<file path="src/hw/rtl/pcsw_pkg.sv">
// pcsw_pkg: shared constants, types and helpers of the piece count / stable weigh core
// used by pcsw_count_unit, pcsw_still_track and piece_count_stable_weigh_core
// no dependencies
package pcsw_pkg;

    // sizing constants
    localparam int MAX_PIECES    = 1023;
    localparam int WEIGHT_BITS   = 20;
    localparam int MAG_W         = WEIGHT_BITS - 1;
    localparam int CFG_W         = 16;
    localparam int NEED_W        = 8;
    localparam int HELD_W        = 19;
    localparam int COUNT_W       = 10;
    localparam int COUNT_OUT_MAX = 1023;
    localparam int CFG_IDX_W     = 3;
    localparam int STEP_W        = $clog2(MAX_PIECES + 1);
    localparam int CMP_W         = (STEP_W > COUNT_W) ? STEP_W : COUNT_W;
    localparam int DIFF_W        = (MAG_W > CFG_W) ? MAG_W : CFG_W;
    localparam int REM_W         = ((WEIGHT_BITS > 18) ? WEIGHT_BITS : 18) + 2;
    localparam logic [NEED_W-1:0] RUN_MAX = '1;

    // configuration register indexes
    typedef enum logic [CFG_IDX_W-1:0] {
        REG_PIECE_AVERAGE      = 3'd0,
        REG_PIECE_TOLERANCE    = 3'd1,
        REG_ODD_LOW_OFFSET     = 3'd2,
        REG_ODD_HIGH_OFFSET    = 3'd3,
        REG_STILL_THRESHOLD    = 3'd4,
        REG_STILL_COUNT_NEEDED = 3'd5
    } cfg_reg_t;

    // top level sequencer states
    typedef enum logic {
        S_IDLE,
        S_COUNT
    } state_t;

    // counting settings handed to the count unit (offsets are two's complement)
    typedef struct packed {
        logic [CFG_W-1:0] average;
        logic [CFG_W-1:0] tolerance;
        logic [CFG_W-1:0] odd_low;
        logic [CFG_W-1:0] odd_high;
    } count_cfg_t;

    // count unit status back to the sequencer
    typedef struct packed {
        logic              busy;
        logic              capped;
        logic [STEP_W-1:0] normal;
        logic [STEP_W-1:0] odd;
        logic [STEP_W-1:0] steps;
    } count_stat_t;

    // clip a raw count to the output field range
    function automatic logic [COUNT_W-1:0] sat_count(input logic [STEP_W-1:0] c);
        logic [CMP_W-1:0] wide;
        wide = CMP_W'(c);
        if (wide > CMP_W'(COUNT_OUT_MAX)) begin
            return COUNT_W'(COUNT_OUT_MAX);
        end
        return COUNT_W'(wide);
    endfunction

endpackage

</file>
<file path="src/hw/rtl/pcsw_count_unit.sv">
// pcsw_count_unit: iterative piece counter, one compare/subtract step per cycle
// depends on pcsw_pkg
module pcsw_count_unit
    import pcsw_pkg::*;
(
    input  logic             aclk,
    input  logic             aresetn,
    input  logic             start,
    input  logic [MAG_W-1:0] sample,
    input  count_cfg_t       cfg,
    output count_stat_t      stat
);

    logic                     busy_reg, busy_next;
    logic                     capped_reg, capped_next;
    logic [STEP_W-1:0]        normal_reg, normal_next;
    logic [STEP_W-1:0]        odd_reg, odd_next;
    logic [STEP_W-1:0]        steps_reg, steps_next;
    logic signed [REM_W-1:0]  rem_reg, rem_next;
    logic signed [REM_W-1:0]  avg_reg, avg_next;
    logic signed [REM_W-1:0]  margin_reg, margin_next;
    logic signed [REM_W-1:0]  odd_lo_reg, odd_lo_next;
    logic signed [REM_W-1:0]  odd_hi_reg, odd_hi_next;
    logic signed [REM_W-1:0]  avg_ext, tol_ext, low_ext, high_ext;
    logic                     go, in_window;

    // widen settings to the remainder width
    assign avg_ext  = $signed({{(REM_W-CFG_W){1'b0}}, cfg.average});
    assign tol_ext  = $signed({{(REM_W-CFG_W){1'b0}}, cfg.tolerance});
    assign low_ext  = $signed({{(REM_W-CFG_W){cfg.odd_low[CFG_W-1]}}, cfg.odd_low});
    assign high_ext = $signed({{(REM_W-CFG_W){cfg.odd_high[CFG_W-1]}}, cfg.odd_high});

    // step conditions on the current remainder
    assign go        = rem_reg >= margin_reg;
    assign in_window = (rem_reg >= odd_lo_reg) && (rem_reg <= odd_hi_reg);

    // next state of the counting loop
    always_comb begin
        busy_next   = busy_reg;
        capped_next = capped_reg;
        normal_next = normal_reg;
        odd_next    = odd_reg;
        steps_next  = steps_reg;
        rem_next    = rem_reg;
        avg_next    = avg_reg;
        margin_next = margin_reg;
        odd_lo_next = odd_lo_reg;
        odd_hi_next = odd_hi_reg;
        if (start) begin
            busy_next   = 1'b1;
            capped_next = 1'b0;
            normal_next = '0;
            odd_next    = '0;
            steps_next  = '0;
            rem_next    = $signed({{(REM_W-MAG_W){1'b0}}, sample});
            avg_next    = avg_ext;
            margin_next = avg_ext - tol_ext;
            odd_lo_next = avg_ext + low_ext;
            odd_hi_next = avg_ext + high_ext;
        end else if (busy_reg) begin
            if (!go) begin
                busy_next = 1'b0;
            end else if (steps_reg == STEP_W'(MAX_PIECES)) begin
                busy_next   = 1'b0;
                capped_next = 1'b1;
            end else begin
                if (in_window) begin
                    odd_next = odd_reg + STEP_W'(1);
                end else begin
                    normal_next = normal_reg + STEP_W'(1);
                end
                steps_next = steps_reg + STEP_W'(1);
                rem_next   = rem_reg - avg_reg;
            end
        end
    end

    // control registers
    always_ff @(posedge aclk) begin
        if (!aresetn) begin
            busy_reg   <= 1'b0;
            capped_reg <= 1'b0;
            normal_reg <= '0;
            odd_reg    <= '0;
            steps_reg  <= '0;
        end else begin
            busy_reg   <= busy_next;
            capped_reg <= capped_next;
            normal_reg <= normal_next;
            odd_reg    <= odd_next;
            steps_reg  <= steps_next;
        end
    end

    // datapath registers
    always_ff @(posedge aclk) begin
        rem_reg    <= rem_next;
        avg_reg    <= avg_next;
        margin_reg <= margin_next;
        odd_lo_reg <= odd_lo_next;
        odd_hi_reg <= odd_hi_next;
    end

    assign stat.busy   = busy_reg;
    assign stat.capped = capped_reg;
    assign stat.normal = normal_reg;
    assign stat.odd    = odd_reg;
    assign stat.steps  = steps_reg;

`ifndef NO_ASSERTIONS
    // step counter always equals the two class counters together
    a_steps_sum: assert property (@(posedge aclk) disable iff (!aresetn)
        steps_reg == normal_reg + odd_reg)
        else $error("step count differs from normal plus odd");

    // the cap flag only rises with the step counter at its limit
    a_cap_steps: assert property (@(posedge aclk) disable iff (!aresetn)
        capped_reg |-> steps_reg == STEP_W'(MAX_PIECES))
        else $error("cap flag set below the step limit");
`endif

endmodule

</file>
<file path="src/hw/rtl/pcsw_still_track.sv">
// pcsw_still_track: sample-to-sample stillness detector and held weight register
// depends on pcsw_pkg
module pcsw_still_track
    import pcsw_pkg::*;
(
    input  logic              aclk,
    input  logic              aresetn,
    input  logic              update,
    input  logic [MAG_W-1:0]  sample,
    input  logic [CFG_W-1:0]  still_threshold,
    input  logic [NEED_W-1:0] still_count_needed,
    output logic [MAG_W-1:0]  held_weight,
    output logic              is_still
);

    logic [MAG_W-1:0]  last_reg, last_next;
    logic [NEED_W-1:0] run_reg, run_next;
    logic [MAG_W-1:0]  held_reg, held_next;
    logic              still_reg, still_next;
    logic [MAG_W-1:0]  diff;
    logic [NEED_W-1:0] run_inc;

    // absolute change against the previous sample
    assign diff    = (sample >= last_reg) ? (sample - last_reg) : (last_reg - sample);
    assign run_inc = (run_reg == RUN_MAX) ? run_reg : run_reg + NEED_W'(1);

    // run counter and hold update
    always_comb begin
        last_next  = last_reg;
        run_next   = run_reg;
        held_next  = held_reg;
        still_next = DIFF_W'(diff) <= DIFF_W'(still_threshold);
        if (update) begin
            last_next = sample;
            if (still_next) begin
                run_next = run_inc;
                if (run_inc >= still_count_needed) begin
                    held_next = sample;
                    run_next  = still_count_needed;
                end
            end else begin
                run_next = '0;
            end
        end
    end

    always_ff @(posedge aclk) begin
        if (!aresetn) begin
            last_reg  <= '0;
            run_reg   <= '0;
            held_reg  <= '0;
            still_reg <= 1'b0;
        end else begin
            last_reg <= last_next;
            run_reg  <= run_next;
            held_reg <= held_next;
            if (update) begin
                still_reg <= still_next;
            end
        end
    end

    assign held_weight = held_reg;
    assign is_still    = still_reg;

`ifndef NO_ASSERTIONS
    // a moving sample restarts the run
    a_run_clear: assert property (@(posedge aclk) disable iff (!aresetn)
        update && !still_next |=> run_reg == '0)
        else $error("run not cleared on a moving sample");

    // a moving sample never changes the held weight
    a_hold_keep: assert property (@(posedge aclk) disable iff (!aresetn)
        update && !still_next |=> $stable(held_reg))
        else $error("held weight changed on a moving sample");
`endif

endmodule

</file>
<file path="src/hw/rtl/piece_count_stable_weigh_core.sv">
// piece_count_stable_weigh_core: top level, config registers, sequencer, result register
// depends on pcsw_pkg, pcsw_count_unit, pcsw_still_track
//
//  channel   signals                          direction  accepted when
//  s_        s_valid s_ready s_sample_weight  in         s_valid && s_ready
//  m_        m_valid m_ready m_* result       out        m_valid && m_ready
//  cfg_      cfg_we cfg_addr cfg_wdata        in         cfg_we
//
// the count unit counts a sample with one compare/subtract step per piece counted
// (at most MAX_PIECES steps; a sample with more pieces is flagged as capped)
// synchronous active-low reset clears all control state and stable-weight history
// s_ready is high only while no sample is in work; a result waiting on m_ready
// does not block the next sample, only the handoff of the one after it
module piece_count_stable_weigh_core
    import pcsw_pkg::*;
(
    input  logic                   aclk,
    input  logic                   aresetn,
    input  logic                   s_valid,
    output logic                   s_ready,
    input  logic [WEIGHT_BITS-1:0] s_sample_weight,
    output logic                   m_valid,
    input  logic                   m_ready,
    output logic [HELD_W-1:0]      m_held_weight_out,
    output logic [COUNT_W-1:0]     m_normal_count,
    output logic [COUNT_W-1:0]     m_odd_count,
    output logic [COUNT_W-1:0]     m_total_count,
    output logic                   m_is_still,
    output logic                   m_count_capped,
    input  logic                   cfg_we,
    input  logic [CFG_IDX_W-1:0]   cfg_addr,
    input  logic [CFG_W-1:0]       cfg_wdata
);

    logic [CFG_W-1:0]  avg_reg, tol_reg, low_reg, high_reg, thr_reg;
    logic [NEED_W-1:0] need_reg;
    state_t            state_reg, state_next;
    logic              m_valid_reg, m_valid_next;
    logic              load_out;
    logic              accept;
    logic [MAG_W-1:0]  sample_mag;
    count_cfg_t        cnt_cfg;
    count_stat_t       cnt_stat;
    logic [MAG_W-1:0]  held_weight;
    logic              is_still;
    logic [HELD_W-1:0] held_out_reg;
    logic [COUNT_W-1:0] normal_out_reg, odd_out_reg, total_out_reg;
    logic              still_out_reg, capped_out_reg;

    // configuration registers
    always_ff @(posedge aclk) begin
        if (!aresetn) begin
            avg_reg  <= CFG_W'(100);
            tol_reg  <= CFG_W'(10);
            low_reg  <= CFG_W'(20);
            high_reg <= CFG_W'(40);
            thr_reg  <= CFG_W'(5);
            need_reg <= NEED_W'(10);
        end else if (cfg_we) begin
            unique case (cfg_reg_t'(cfg_addr))
                REG_PIECE_AVERAGE:      avg_reg  <= cfg_wdata;
                REG_PIECE_TOLERANCE:    tol_reg  <= cfg_wdata;
                REG_ODD_LOW_OFFSET:     low_reg  <= cfg_wdata;
                REG_ODD_HIGH_OFFSET:    high_reg <= cfg_wdata;
                REG_STILL_THRESHOLD:    thr_reg  <= cfg_wdata;
                REG_STILL_COUNT_NEEDED: need_reg <= cfg_wdata[NEED_W-1:0];
                default: ;
            endcase
        end
    end

    // negative samples clamp to zero
    assign sample_mag = s_sample_weight[WEIGHT_BITS-1] ? '0 : s_sample_weight[MAG_W-1:0];

    assign cnt_cfg.average   = avg_reg;
    assign cnt_cfg.tolerance = tol_reg;
    assign cnt_cfg.odd_low   = low_reg;
    assign cnt_cfg.odd_high  = high_reg;

    assign s_ready = (state_reg == S_IDLE);
    assign accept  = s_valid && s_ready;

    pcsw_count_unit u_count (
        .aclk    (aclk),
        .aresetn (aresetn),
        .start   (accept),
        .sample  (sample_mag),
        .cfg     (cnt_cfg),
        .stat    (cnt_stat)
    );

    pcsw_still_track u_still (
        .aclk               (aclk),
        .aresetn            (aresetn),
        .update             (accept),
        .sample             (sample_mag),
        .still_threshold    (thr_reg),
        .still_count_needed (need_reg),
        .held_weight        (held_weight),
        .is_still           (is_still)
    );

    // sequencer state register
    always_ff @(posedge aclk) begin
        if (!aresetn) begin
            state_reg   <= S_IDLE;
            m_valid_reg <= 1'b0;
        end else begin
            state_reg   <= state_next;
            m_valid_reg <= m_valid_next;
        end
    end

    // next state and result register handoff
    always_comb begin
        state_next   = state_reg;
        m_valid_next = m_valid_reg;
        load_out     = 1'b0;
        if (m_valid_reg && m_ready) begin
            m_valid_next = 1'b0;
        end
        unique case (state_reg)
            S_IDLE: begin
                if (accept) begin
                    state_next = S_COUNT;
                end
            end
            S_COUNT: begin
                if (!cnt_stat.busy && (!m_valid_reg || m_ready)) begin
                    load_out     = 1'b1;
                    m_valid_next = 1'b1;
                    state_next   = S_IDLE;
                end
            end
            default: state_next = S_IDLE;
        endcase
    end

    // result word register
    always_ff @(posedge aclk) begin
        if (load_out) begin
            held_out_reg   <= HELD_W'(held_weight);
            normal_out_reg <= sat_count(cnt_stat.normal);
            odd_out_reg    <= sat_count(cnt_stat.odd);
            total_out_reg  <= sat_count(cnt_stat.steps);
            still_out_reg  <= is_still;
            capped_out_reg <= cnt_stat.capped;
        end
    end

    assign m_valid           = m_valid_reg;
    assign m_held_weight_out = held_out_reg;
    assign m_normal_count    = normal_out_reg;
    assign m_odd_count       = odd_out_reg;
    assign m_total_count     = total_out_reg;
    assign m_is_still        = still_out_reg;
    assign m_count_capped    = capped_out_reg;

`ifndef NO_ASSERTIONS
    // the count unit only runs while the sequencer waits on it
    a_busy_state: assert property (@(posedge aclk) disable iff (!aresetn)
        cnt_stat.busy |-> state_reg == S_COUNT)
        else $error("count unit busy outside the count state");
`endif

endmodule

</file>
<file path="config.mk">
export PLATFORM = sky130hd
export DESIGN_NAME = piece_count_stable_weigh_core
export DESIGN_NICKNAME = d
export VERILOG_FILES = /design/src/hw/rtl/pcsw_pkg.sv /design/src/hw/rtl/pcsw_count_unit.sv /design/src/hw/rtl/pcsw_still_track.sv /design/src/hw/rtl/piece_count_stable_weigh_core.sv
export SDC_FILE = /design/constraint.sdc
export NUM_CORES = 1
export LEC_CHECK = 0
export BUFFER_PORTS_ARGS = -buffer_cell sky130_fd_sc_hd__buf_2
export CORE_MARGIN = 2
export CORE_UTILIZATION = 35
export CTS_BUF_LIST = sky130_fd_sc_hd__clkbuf_4 sky130_fd_sc_hd__clkbuf_8
export DETAILED_ROUTE_END_ITERATION = 16
export SKIP_LAST_GASP = 1
export SLEW_MARGIN = 20
export SYNTH_ARGS = -nofsm -noshare
export SYNTH_HDL_FRONTEND = slang
export SYNTH_SLANG_ARGS = --single-unit
</file>
<file path="constraint.sdc">
create_clock -name aclk -period 13.8 [get_ports aclk]
set_clock_uncertainty 0.15 [all_clocks]
set_input_delay 1.38 -clock aclk [delete_from_list [all_inputs] [get_ports aclk]]
set_output_delay 1.38 -clock aclk [all_outputs]
set_load 0.01 [all_outputs]
</file>
== Yosys cells after proc, flatten, opt, wreduce, memory -nomap -nowiden ==
Index checks and enable logic that the tools add are counted.
Storage, ports and cells
  logic and storage cells: 116
  bits in latches: 0
  memories: 0
  bits in writable memories: 0
  input port bits: 44
  flip-flop bits (word level): 324
  memory bits (read-only): 0
Operators by class
  bitwise operators: 4
  multiplexer cells: 33
  div/mod/pow operators: 0
  reduce and logical (&&, ||, !) cells: 23
  eq/ne operators: 8
  multipliers: 0
  shifts and indexed selects: 0
  $lt $le $gt $ge: 9
  add/sub/neg operators: 10
Operators by type and width (number)
  19-bit two-way mux: 6
  10-bit two-way mux: 6
  22-bit >= comparator: 2
  19-bit subtractor: 2
  17-bit by 16-bit adder with 18-bit output: 2
  10-bit by 1-bit adder with 10-bit output, second input constant: 3
  10-bit greater-than comparator, second input constant: 3
  8-bit two-way mux: 3
  22-bit <= comparator: 1
  22-bit by 17-bit subtractor with 22-bit output: 1
  19-bit >= comparator: 1
  19-bit by 16-bit <= comparator with 1-bit output: 1
  1-bit two-way mux: 17
  16-bit by 16-bit subtractor with 17-bit output: 1
  2-bit AND reduction: 6
  3-bit AND reduction: 4
  10-bit equality test, second input constant: 1
  8-bit by 1-bit adder with 8-bit output, second input constant: 1
  8-bit equality test, second input constant: 1
  8-bit >= comparator: 1
  4-bit AND reduction: 2
  3-bit by 2-bit equality test with 1-bit output, second input constant: 2
  3-bit equality test, second input constant: 2
  1-bit logical AND: 4
  other kinds (9): 14

== Longest topological paths before layout ==
  word-level depth: 7
  depth in mapped cells: 27
  depth with buffers taken out: 22

== Modules after synthesis ==
From an unflattened synthesis, not the netlist that was laid out.
Second synthesis, totals
  cell total of the unflattened synthesis: 1974
  area, all modules: 19068.3 um2
Modules (own cells, without submodules)
  pcsw_count_unit: area an instance 9215.1 um2, cells an instance 975, sequential area each 3343.2 um2, instances 1
  piece_count_stable_weigh_core: area an instance 5252.5 um2, cells an instance 430, sequential area each 3333.2 um2, instances 1
  pcsw_still_track: area an instance 4600.7 um2, cells an instance 569, sequential area each 940.9 um2, instances 1

== Worst setup path before layout ==
No wires, ideal clock.
  kind: input-to-reg
  start: input port s_sample_weight[19]
  end: register u_still.held_reg[0] (netlist: u_still.held_weight[0])
  cell stages on the path: 25
  slack: 7.610 ns
  data arrival time: 5.968 ns
  cell sequence: clkbuf_1 nor2b_1 inv_1 ha_1 buf_6 nand4_1 or4_4 o21ai_4 o22a_2 o31ai_4 clkbuf_1 o21ai_0 o221ai_1 xor2_1 ha_1 a21oi_1 o21ai_0 a2111oi_0 a21oi_1 nor3_1 nand4_1 a21boi_2 buf_6 buf_12 mux2i_1
On the way
  longest elaborated chain between the ends: 5
  elaborated cells on any way between the ends: 7
Ends and longest elaborated chain
  from (decl): RTL line piece_count_stable_weigh_core.sv:21  | input logic [WEIGHT_BITS-1:0] s_sample_weight,
  19-bit two-way mux *: RTL line piece_count_stable_weigh_core.sv:73  | assign sample_mag = s_sample_weight[WEIGHT_BITS-1] ? '0 : s_sample_weight[MAG_W-1:0];
  net sample_mag[16]: RTL line piece_count_stable_weigh_core.sv:41  | logic [MAG_W-1:0] sample_mag;
  19-bit subtractor or 19-bit >= comparator (tied branches): RTL line pcsw_still_track.sv:24  | assign diff = (sample >= last_reg) ? (sample - last_reg) : (last_reg - sample);
  19-bit two-way mux *: RTL line pcsw_still_track.sv:24
  19-bit by 16-bit <= comparator with 1-bit output *: RTL line pcsw_still_track.sv:32  | still_next = DIFF_W'(diff) <= DIFF_W'(still_threshold);
  3-bit AND reduction (no line) *
  to (signal assigned): RTL line pcsw_still_track.sv:56  | held_reg <= held_next;
  to (decl): RTL line pcsw_still_track.sv:18  | logic [MAG_W-1:0] held_reg, held_next;
Mark *: on every way through the listed nets, which the timed path passes. The rest lies on a longest branch.
A chain may end at the register's enable or synchronous reset.

== Final worst setup path ==
  start: input port s_sample_weight[19]
  end: register u_still.held_reg[4] (netlist: u_still.held_weight[4])
Same word-level chain as after synthesis.

==> out/qor.yml <==
sta:
  finalSetupViolations: 0
  max-slew-margin-rel_pct: 28.7
  slew_violations: 0
  finalHoldViolCount: 0
  finalCriticalPeriod_ns: 6.88
  worst_pin_slew_ns: 1.07
  period_share_pct: 49.8
  max_freq_mhz: 145
  rsz0062_at_grt: "false"
  tns_ns: 0
cts:
  cts.clk_slew.worst_paths_ns: 0.06
  cts_root_buffer: "clkbuf_8"
  post_cts_buffers: 0
  cts_buffers: 53
  clock-sinks: 311
  cts_hold_buf: 0
  clock_latency_ns: 0.64
  cts_tree: "built"
  post_cts_resized: 0
  clk_path_buf_depth: 3
  htree_levels: 2
pwr:
  pwr-share-comb_pct: 24.2
  netSwitchingFraction_pct: 31.4
  p_per_area_nw_per_um2: 128
  intPower_mw: 1.81
  p_switching_mw: 0.827
  pwr-share-clk_pct: 34.3
  p_seq_share_pct: 41.5
  irDropWorstVdd_mv: 0.0943
  p_leak_nw: 8.56
die:
  fp.dieH_um: 234
  coreArea_um2: 52400
  rows: 84
  die_w_um: 234
  io_pins: 97
  dieArea_um2: 54700
  start_util_pct: 35.3
detailed_routing:
  wl_per_cell_um: 17.3
  route.detailed.drc: 0
  routed_wl_mm: 48.8
  first_pass_iters: 5
  antenna_left: 0
  drtIter0Drc: 1023
  vias_per_cell: 5.07
  num_vias: 14300
yosys:
  synth_enable_flop_cells: 139
  yosysMostFrequentCell: "nand2_1"
  synth_ff_type: "dfxtp_1"
  synth_top_cell_by_area: "edfxtp_1"
  synth_common_cells: "nand2_1 (317), inv_1 (206), ha_1 (197), dfxtp_1 (172), edfxtp_1 (139)"
  synthArstFlopShare_pct: 0
  syn_area_per_cell_um2: 9.17
  netlist_area_um2: 18500
  ys_ff_latch: 311
  yosysSeqAreaShare_pct: 41.2
  synth_area_leaders: "edfxtp_1 (23%), dfxtp_1 (19%), ha_1 (13%), nand2_1 (6.4%), a21boi_0 (4.3%)"
  synthCells: 2017
  yosys.cell_types.count: 74
  synth_top_area_share_pct: 22.6
  synth_fp_nets: 2264
  yosys_warnings: 0
grt:
  grt_remaining_overflow: 0
  grt_pass1_wl_mm: 76.8
  grt_use_total_pct: 18.0
  grtUsageMet3_pct: 2.63
  use_met1_pct: 25.2
  antenna_found_initial: 1
  grt_max_degree: 100
  busiest_layer: "met2"
  grtUsageMet2_pct: 28.8
  grt_pass1_vias: 13800
final_layout:
  final_nets: 2331
  drive_above_1_share_pct: 11.3
  postLayoutCoreUtil_pct: 39.5
  largest_reg_flops: 22
  area_growth_pct: 11.8
  stdcell_count: 2817
  stdcell_area_um2: 20700
placement:
  place_area_um2: 19500
  dp.cells: 2716
  dp.final_hpwl_mm: 37.3
  place.gp.congestion: 0.874
  numPortBuffers: 96
setup_path:
  cp-start-kind: "input pin"
  r2r_start: "u_still.last_reg[14]"
  path_max_fanout: 19
  r2r_setup_slack_ns: 8.07
  required_ns: 14.20
  critPathMaxStageDelay_ns: 0.60
  timing.rr.end: "u_still.held_weight[4]"
  crit_buf_inv: 4
  critPathTopFamily: "simple AND/OR/NAND/NOR gates"
  worstSetupStartpoint: "s_sample_weight[19]"
  crit_type: "input pin to flop"
  crit_path_end_kind: "flop"
  cp.arrival_ns: 7.28
  reg2reg_depth: 21
  critical_path.slowest_cell: "or4_4"
  worstPathCellList: "buf_2, nor2b_1, inv_1, ha_1, nand4_1, or4_4, o21ai_4, o22a_2, o31ai_4, buf_6, nor3_1, a21o_1, o221ai_1, xor2_1, ha_1, a21oi_1, o21ai_0, a2111oi_0, a21oi_1, nor3_1, nand4_1, a21boi_2, buf_4, mux2i_1"
run_status:
  status: "finished, final reports clean"
worst_hold_path:
  whs_path_depth: 0
  hold_path_end: "m_held_weight_out[8]"
  min-delay-start: "u_still.held_weight[8]"
  hold_class: "flop to flop"
flow_run:
  cap_violations: 0
==> power groups by stage <==
stage | combinational [mW] | clock, mW | sequential [mW]
floorplan | 0.457 | 0 | 1.09
global placement | 0.615 | 0 | 1.11
detailed placement | 0.632 | 0 | 1.11
CTS | 0.637 | 0.931 | 1.09
global route | 0.721 | 0.972 | 1.10
finish | 0.640 | 0.905 | 1.09
==> how the worst max path moves through the flow <==
stage | endpoint | slack [ns] | cells after the start
floorplan | u_still.held_weight[0] | 7.61 | 25
global placement | u_still.held_weight[2] | 6.46 | 22
detailed placement | u_still.held_weight[4] | 6.26 | 22
CTS | u_still.held_weight[4] | 6.95 | 22
global route | u_still.held_weight[15] | 6.48 | 24
finish | u_still.held_weight[4] | 6.92 | 24
==> cell usage in the layout (no fill, tap or decap), types with 6 or more instances in the layout <==
master / n
fa_1: 6
nor2_1: 90
clkinv_2: 6
mux2i_1: 37
a21oi_1: 107
o31ai_1: 9
o21ai_0: 55
and2_1: 13
dfxtp_1: 172
ha_1: 197
clkbuf_4: 17
a21boi_0: 105
xnor2_1: 55
and3_1: 13
xor2_1: 40
nand3_1: 39
nand2_1: 317
nand4_1: 39
edfxtp_1: 139
a21oi_2: 6
a211oi_1: 7
o211ai_1: 14
nor3_1: 23
buf_2: 95
nor4_1: 6
nor2b_1: 33
a21o_1: 52
nand2b_1: 18
inv_1: 205
or2_2: 10
o21a_1: 10
o21ai_1: 14
a31oi_1: 11
clkbuf_8: 70
buf_4: 9
==> worst reg2reg max path, delay by kind of cell (launching register included) <==
kind                       cells  cell delay [ns]
AOI/OAI and AO/OA             10             1.81
and+or+nand+nor                5             1.57
adders and majority gates      2             0.81
buffers and inverters          2             0.54
DFF                            1             0.36
muxes                          1             0.25
xor gates and xnor gates       1             0.17
==> cells by family after synthesis <==
| logic type | after synthesis | share of synthesized area, % |
|---|---|---|
| compound gates | 445 | 16.4 |
| xor+xnor | 95 | 4.50 |
| fa+ha+maj | 203 | 14.0 |
| buf+inv | 299 | 6.48 |
| flops | 311 | 41.2 |
| mux | 41 | 2.24 |
| simple gates | 623 | 15.3 |
==> layer usage <==
| metal | routed length [um] | vias to the layer above |
|---|---|---|
| li1 | - | 7084 |
| met1 | 23200 | 6769 |
| met2 | 22000 | 348 |
| met3 | 2660 | 71 |
| met4 | 1040 | 2 |
| met5 | 9 | - |
==> final cells by class <==
cell class,count,area [um^2]
sequential,311,7620
inverter,206,774
clock buffer,87,1090
tap,688,861
antenna,1,2.50
fill,5250,31800
clock inverter,12,93.8
timing repair buffer,105,554
multi-input combinational,1407,9700
==> per-stage QoR <==
stage / total power, mW / hold WS (ns) / setup slack [ns]
3_3_place_gp: 1.73 / 0.269 / 6.46
3_5_place_dp: 1.74 / 0.266 / 6.26
5_1_grt: 2.79 / 0.283 / 6.48
6_report: 2.64 / 0.280 / 6.92
4_1_cts: 2.66 / 0.281 / 6.95
2_1_floorplan: 1.55 / 0.258 / 7.61
(Power assumes the default switching activity.)
